--- src/rtl/core/pvm_pkg.sv ---
`timescale 1ns / 1ps
`default_nettype none
// ----------------------------------------------------------------------------
// pvm_pkg - shared types and constants of the PCM voice mixer
// Request and response payloads, operation codes, controller states and the
// command/status groups between controller and datapath.
// ----------------------------------------------------------------------------
package pvm_pkg;

    // operation codes
    localparam logic [1:0] OP_LOAD  = 2'd0;
    localparam logic [1:0] OP_START = 2'd1;
    localparam logic [1:0] OP_MIX   = 2'd2;
    localparam logic [1:0] OP_NONE  = 2'd3;

    // result kinds
    localparam logic KIND_HANDLE = 1'b0;
    localparam logic KIND_FRAME  = 1'b1;

    // handle counter restarts here after wrapping to zero
    localparam logic [15:0] HANDLE_FIRST = 16'd100;

    // scaling: gain*(b-128)*256/127, reciprocal of 127 scaled by 2^22 (floor)
    localparam int unsigned DIVISOR  = 127;
    localparam int unsigned RECIP    = 33026;
    localparam int unsigned RECIP_SH = 22;
    localparam logic signed [8:0] SAMPLE_BIAS = 9'sd128;
    localparam logic [8:0]  SEP_SPAN = 9'd257;

    // int16 saturation limits
    localparam logic signed [15:0] SAT_MAX = 16'sh7fff;
    localparam logic signed [15:0] SAT_MIN = -16'sh8000;

    typedef struct packed {
        logic [1:0]  op;
        logic [15:0] mem_address;
        logic [7:0]  mem_byte;
        logic [16:0] sound_length;
        logic [7:0]  sound_id;
        logic [6:0]  volume;
        logic [7:0]  separation;
        logic [17:0] step;
        logic        exclusive;
        logic [30:0] now_tick;
    } t_in_req;

    typedef struct packed {
        logic               result_kind;
        logic [15:0]        handle;
        logic signed [15:0] left_sample;
        logic signed [15:0] right_sample;
    } t_out_rsp;

    typedef enum logic [3:0] {
        ST_IDLE,
        ST_LOAD,
        ST_EXCL,
        ST_FREE,
        ST_GAIN1,
        ST_GAIN2,
        ST_WRITE,
        ST_MREAD,
        ST_MMUL,
        ST_MDIV,
        ST_MACC,
        ST_DONE
    } t_state;

    // controller to datapath
    typedef struct packed {
        logic capture;
        logic mem_write;
        logic excl_step;
        logic free_step;
        logic gain1;
        logic gain2;
        logic voice_write;
        logic mix_read;
        logic mix_mul;
        logic mix_div;
        logic mix_acc;
        logic out_load;
        logic last;
    } t_cmd;

    // datapath to controller
    typedef struct packed {
        logic excl_hit;
        logic free_hit;
        logic out_free;
    } t_sts;

endpackage
`default_nettype wire

--- src/rtl/core/pvm_ctrl.sv ---
`timescale 1ns / 1ps
`default_nettype none
// ----------------------------------------------------------------------------
// pvm_ctrl - sequencer of the PCM voice mixer
// Walks the voices one per step for the exclusive stop, the slot search and
// the frame mix, and orders the gain and result steps.
// ----------------------------------------------------------------------------
module pvm_ctrl #(
    parameter int VOICES = 8,
    parameter int IW     = 3
) (
    input  wire              i_clk,
    input  wire              i_rst_n,
    input  wire              i_in_valid,
    input  wire  [1:0]       i_in_op,
    output logic             o_in_ready,
    input  pvm_pkg::t_sts    i_sts,
    output pvm_pkg::t_cmd    o_cmd,
    output logic [IW-1:0]    o_idx
);

    pvm_pkg::t_state r_state, n_state;
    logic [IW-1:0]   r_idx, n_idx;
    logic            w_last;
    logic            w_accept;

    assign w_last   = (r_idx == IW'(VOICES - 1));
    assign w_accept = i_in_valid && (r_state == pvm_pkg::ST_IDLE);
    assign o_idx    = r_idx;

    always_ff @(posedge i_clk) begin
        if (!i_rst_n) begin
            r_state <= pvm_pkg::ST_IDLE;
            r_idx   <= '0;
        end else begin
            r_state <= n_state;
            r_idx   <= n_idx;
        end
    end

    // next state and voice index
    always_comb begin
        n_state = r_state;
        n_idx   = r_idx;
        case (r_state)
            pvm_pkg::ST_IDLE: begin
                n_idx = '0;
                if (i_in_valid) begin
                    case (i_in_op)
                        pvm_pkg::OP_LOAD:  n_state = pvm_pkg::ST_LOAD;
                        pvm_pkg::OP_START: n_state = pvm_pkg::ST_EXCL;
                        pvm_pkg::OP_MIX:   n_state = pvm_pkg::ST_MREAD;
                        default:           n_state = pvm_pkg::ST_IDLE;
                    endcase
                end
            end
            pvm_pkg::ST_LOAD: n_state = pvm_pkg::ST_IDLE;
            pvm_pkg::ST_EXCL: begin
                if (i_sts.excl_hit || w_last) begin
                    n_state = pvm_pkg::ST_FREE;
                    n_idx   = '0;
                end else begin
                    n_idx = r_idx + 1'b1;
                end
            end
            pvm_pkg::ST_FREE: begin
                if (i_sts.free_hit || w_last) begin
                    n_state = pvm_pkg::ST_GAIN1;
                end else begin
                    n_idx = r_idx + 1'b1;
                end
            end
            pvm_pkg::ST_GAIN1: n_state = pvm_pkg::ST_GAIN2;
            pvm_pkg::ST_GAIN2: n_state = pvm_pkg::ST_WRITE;
            pvm_pkg::ST_WRITE: n_state = pvm_pkg::ST_DONE;
            pvm_pkg::ST_MREAD: n_state = pvm_pkg::ST_MMUL;
            pvm_pkg::ST_MMUL:  n_state = pvm_pkg::ST_MDIV;
            pvm_pkg::ST_MDIV:  n_state = pvm_pkg::ST_MACC;
            pvm_pkg::ST_MACC: begin
                if (w_last) begin
                    n_state = pvm_pkg::ST_DONE;
                end else begin
                    n_state = pvm_pkg::ST_MREAD;
                    n_idx   = r_idx + 1'b1;
                end
            end
            pvm_pkg::ST_DONE: begin
                if (i_sts.out_free) begin
                    n_state = pvm_pkg::ST_IDLE;
                end
            end
            default: n_state = pvm_pkg::ST_IDLE;
        endcase
    end

    // commands
    always_comb begin
        o_cmd       = '0;
        o_cmd.last  = w_last;
        o_in_ready  = (r_state == pvm_pkg::ST_IDLE);
        case (r_state)
            pvm_pkg::ST_IDLE:  o_cmd.capture     = w_accept;
            pvm_pkg::ST_LOAD:  o_cmd.mem_write   = 1'b1;
            pvm_pkg::ST_EXCL:  o_cmd.excl_step   = 1'b1;
            pvm_pkg::ST_FREE:  o_cmd.free_step   = 1'b1;
            pvm_pkg::ST_GAIN1: o_cmd.gain1       = 1'b1;
            pvm_pkg::ST_GAIN2: o_cmd.gain2       = 1'b1;
            pvm_pkg::ST_WRITE: o_cmd.voice_write = 1'b1;
            pvm_pkg::ST_MREAD: o_cmd.mix_read    = 1'b1;
            pvm_pkg::ST_MMUL:  o_cmd.mix_mul     = 1'b1;
            pvm_pkg::ST_MDIV:  o_cmd.mix_div     = 1'b1;
            pvm_pkg::ST_MACC:  o_cmd.mix_acc     = 1'b1;
            pvm_pkg::ST_DONE:  o_cmd.out_load    = i_sts.out_free;
            default: ;
        endcase
    end

endmodule
`default_nettype wire

--- config.mk ---
export PLATFORM = sky130hd
export DESIGN_NAME = pvm_ctrl
export DESIGN_NICKNAME = d
export VERILOG_FILES = /design/src/rtl/core/pvm_pkg.sv /design/src/rtl/core/pvm_ctrl.sv
export SDC_FILE = /design/constraint.sdc
export NUM_CORES = 1
export LEC_CHECK = 0
export BUFFER_PORTS_ARGS = -buffer_cell sky130_fd_sc_hd__buf_2
export CORE_MARGIN = 2
export CORE_UTILIZATION = 42
export CTS_CLUSTER_SIZE = 8
export DETAILED_ROUTE_END_ITERATION = 6
export HOLD_SLACK_MARGIN = 0.02
export PLACE_DENSITY = 0.73
export REMOVE_ABC_BUFFERS = 1
export SLEW_MARGIN = 0
export SYNTH_ARGS = -nofsm -noshare
export SYNTH_HDL_FRONTEND = slang
export SYNTH_SLANG_ARGS = --single-unit
--- constraint.sdc ---
create_clock -name i_clk -period 1.64 [get_ports i_clk]
set_input_delay 0.082 -clock i_clk [delete_from_list [all_inputs] [get_ports i_clk]]
set_output_delay 0.082 -clock i_clk [all_outputs]
set_load 0.01 [all_outputs]
# Word-level counts from Yosys, hierarchy flattened
# Cells that the tools add are included.
# totals
latch_bits,0
memories,0
reg_bits,7
mem_bits_rw,0
mem_bits_ro,0
out_inout_bits,17
# classes
add_sub_neg,1
reduce_logical,8
n_lt_le_gt_ge,0
bitwise,0
div_mod_pow,0
muxes,23
n_eq_ne,20
n_shift,0
multipliers,0
# op_table
operator,n
one-hot mux 4 bit (11 select lines),1
two-way mux 4 bit,5
"equality test 4 x 3 -> 1 bit, second input constant",4
"equality test 4 bit, second input constant",4
two-way mux 1 bit,12
"!= test 2 bit, second input constant",6
one-hot mux 3 bit (4 select lines),1
two-way mux 3 bit,3
one-hot mux 3 bit (3 select lines),1
"equality test 4 x 2 -> 1 bit, second input constant",2
"equality test 4 x 1 -> 1 bit, second input constant",1
logical NOT 4 bit,1
AND reduction 4 bit,1
nonzero test 4 bit,1
"adder 3 x 1 -> 3 bit, second input constant",1
"equality test 3 bit, second input constant",1
AND reduction 3 bit,1
"equality test 2 x 1 -> 1 bit, second input constant",1
"equality test 2 bit, second input constant",1
logical NOT 2 bit,1
logical OR 1 bit,2
logical AND 1 bit,1

# Depth between registers and ports, before layout
# depth
depth_word,4
mapped_depth,6

# Least setup slack after synthesis
# Ideal clock, no wire load.
# synth_path
path_type,flip-flop to flip-flop
from,register r_idx[0] (netlist: o_idx[0])
to,register r_idx[0] (netlist: o_idx[0])
n_path_buf,0
slack_ns,0.021
t_required_ns,1.568
arrival_ns,1.548
path_stages_with_launch,7
cell_sequence,dfxtp_1 > ha_1 > ha_1 > nand2b_1 > a21o_1 > a21oi_1 > mux2i_1
# synth_between
elab_chain_cells,4
word_cells_on_any_way,11
classes_between,add/sub (1); eq/ne (3); mux (4); reduce/logical (3)
# synth_rtl
element,line,rtl
start: declaration,pvm_ctrl.sv:23,"logic [IW-1:0] r_idx, n_idx;"
start signal: assignment,pvm_ctrl.sv:37,r_idx <= n_idx;
equality test 3 bit (*),pvm_ctrl.sv:27,assign w_last = (r_idx == IW'(VOICES - 1));
net w_last,pvm_ctrl.sv:24,logic w_last;
logical OR 1 bit (on tied branches),"pvm_ctrl.sv:59, pvm_ctrl.sv:67",
two-way mux 3 bit / != test 2 bit (equally long branches),--,
one-hot mux 3 bit (4 select lines) / AND reduction 3 bit (equally long branches),--,
# The timed path passes the listed nets; every way through them passes the cells marked *. The select of a mux whose other input is x is not followed.
# A chain may end at the register's enable or synchronous reset.

# Worst setup path in the final report
# layout_path
from,register r_idx[0] (netlist: o_idx[0])
to,register r_idx[0] (netlist: o_idx[0])
# layout_between
elab_chain_cells,4
word_cells_on_any_way,11
classes_between,add/sub (1); eq/ne (3); mux (4); reduce/logical (3)
# layout_rtl
element
"parallel branches: the longest is 4 deep, another holds adder 3 x 1 -> 3 bit"
# Several ways; the timed one is not identified. The select of a mux whose other input is x is not followed.

==> qor.txt <==
Status - completed
Max Clock Freq - 0.6402 GHz
YS warnings - 0
CTS root buf - clkbuf_4
Num CTS Buffers - 3
Total global routing overflow - 0
Ranking of synthesized cells by area - dfxtp_1 (21%), ha_1 (9.5%), mux2i_1 (7.6%), nand2_1 (6.8%), nor2_1 (5.1%)
Biggest area consumer among synthesized cells - dfxtp_1
Critical Path AT - 1.74 ns
Commonest non-fill, non-tap cell in the layout - buf_2
DRT iter0 DRCs - 11
Met1 track demand over resource - 23.21%
Die area - 1903 um2
Post-synth top flop - dfxtp_1
Postcts setup bufs - 0
Most frequent cells in the layout - buf_2 (24), nand2_1 (12), nor2_1 (9)
Starting Density - 44.29%
Slew Viols, Final - 0
FFs w/ async S/R, synth - 0%
Worst endpoint required time - 1.81 ns
CTS tree - built
Clk pin slew, worst setup/hold paths - 0.05 ns
IO Count - 25
Final #Nets - 131
Setup crit start kind - flip-flop
Met3 usage - 3.750%
DR pass1 iterations - 4
Placed cell count - 129
Final hold viol count - 0
Hold Crit Class - input port to flip-flop
Site Rows - 14
Vias in the first global route - 572
Post-Syn Instances - 92
# DRC - 0
Via count - 693
Die X - 43.62 um
Detail Placement HPWL - 1090 um
Initial antenna violation count - 0
Max_cap viols - 0
EDFF count, synth - 0
Static leakage - 0.4336 nW
Layout Skew - 0.002027 ns
Post-DP Area - 794.5 um2
Core area - 1489 um2
Setup-failing EPs final - 0
Largest net degree at the start of global routing - 18
Worst-path maximum fanout - 6
Fraction of the yosys area taken by sequential cells - 21.25%
Setup TNS - 0 ns
Maximum VDD drop - 0.4802 mV
First-pass GRT wire length - 2539 um
Layout cells sized above 1 - 31.62%
Post-layout instance area - 838.3 um2
Clock Sink Count - 7
Final Cycle Share - 95.25%
Via/cell ratio - 5.211
Crit. End Element - flip-flop
Finished Layout Cells - 133
Placer congestion estimate - 0.7441
Final ANT Viol Nets - 0
Cell Area, Synth - 659.4 um2
Pwr Total - 0.0008933 W
Relative slew slack - 71.98%
CP Class - flip-flop to flip-flop
Hold-fix buffers at CTS - 0
Number of synthesized register bits - 7
CTS H-tree depth - 1
Area Overhead vs Synth - 27.13%
Final worst path period need - 1.562 ns
# port buffers - 24
Clock buffer depth - 2
Skew-Pair Late Insertion Delay - 0.25 ns
Chip Height - 43.62 um
Worst hold slack - 0.1661 ns
Average size of a mapped cell - 7.167 um2
RSZ-0062 raised after global routing - no
Distinct cells, synth - 35
Cell Pwr Density - 1066 nW/um2
Yosys top cell area share - 21.25%
Post-DR wirelength/cell - 11.41 um
Actual slew at the worst max-slew pin - 0.4197 ns
Total Wirelength - 1517 um
Most Crowded Layer GR - met2
M2 GR Usage - 26.76%
Antenna cells - 0
Total track usage - 17.58%
kinds of logic (layout without fill, tap and decap cells):
| logic type | after synthesis | after routing | synth area share [%] |
|---|---|---|---|
| AND/OR/NAND/NOR | 43 | 43 | 32.83 |
| adder cells (fa/ha/maj) | 5 | 5 | 9.488 |
| buffers and inverters | 14 | 39 | 9.865 |
| flip-flops | 7 | 7 | 21.25 |
| multiplexers | 5 | 5 | 7.590 |
| XOR/XNOR | 1 | 1 | 1.329 |
| AO/OA/AOI/OAI | 17 | 17 | 17.65 |
power breakdown:
group          switching (W)  total (W)  internal [W]  leakage (nW)
sequential         0.0000267   0.000223      0.000197        0.0574
clock              0.0000606   0.000153     0.0000926        0.0150
combinational       0.000288   0.000517      0.000229         0.361
total               0.000375   0.000893      0.000518         0.434
critical path, stage by stage (launching register included):
cell and delay [ns]:
dfxtp_2 0.33, ha_1 0.22, ha_4 0.18, nand2b_1 0.14, a21o_1 0.19, a21oi_2 0.11, buf_4 0.15, mux2i_1 0.17
metal layers:
layer / part of all wire, % / vias up
met5: 0 / -
met4: 0.92 / 0
met3: 2.8 / 2
met2: 47 / 10
met1: 49 / 312
li1: - / 369
synthesized netlist by cell type (all sizes together), types with 2 or more instances:
master  number
clkbuf       4
o21ai        2
buf          4
nor3         6
o21bai       2
inv          6
ha           5
nand2       12
dfxtp        7
a32oi        2
nand2b       3
mux2i        5
nand3        3
nor2         9
nand3b       2
a21oi        5
repair_timing:
action	4_1_cts	5_1_grt
hold endpoints to repair	0	0
cloned	0	0
setup endpoints to repair	1	3
resized for setup	1	3
layout make-up:
type	instances	area (um2)
clock buffers	4	26.28
flip-flops and latches	7	141.4
repair buffers	29	157.7
fillers	136	650.6
well taps	16	20.02
inverters	6	22.52
multi-input cells	71	470.5
sequential cells by signal, summed over array words and instances (netlist names):
signal   count
o_idx        3
r_state      4
final timing paths:
| kind | from | endpoint | slack, ns | cells after the start |
|---|---|---|---|---|
| hold reg to reg | o_idx[0] | o_idx[0] | 0.47 | 2 |
| hold / removal | i_rst_n | r_state[3] | 0.17 | 2 |
| setup reg to reg | o_idx[0] | o_idx[0] | 0.08 | 7 |
| setup / recovery | o_idx[0] | o_idx[0] | 0.08 | 7 |
per-stage QoR:
stage,setup WS (ns),util (%)
after detailed placement,0.007396,53.36
after global routing,0.02985,56.30
final,0.07797,56.30
after CTS,0.05185,55.29
after floorplan,-0.03557,-
after global placement,0.1030,53.36
(Power assumes the default switching activity.)
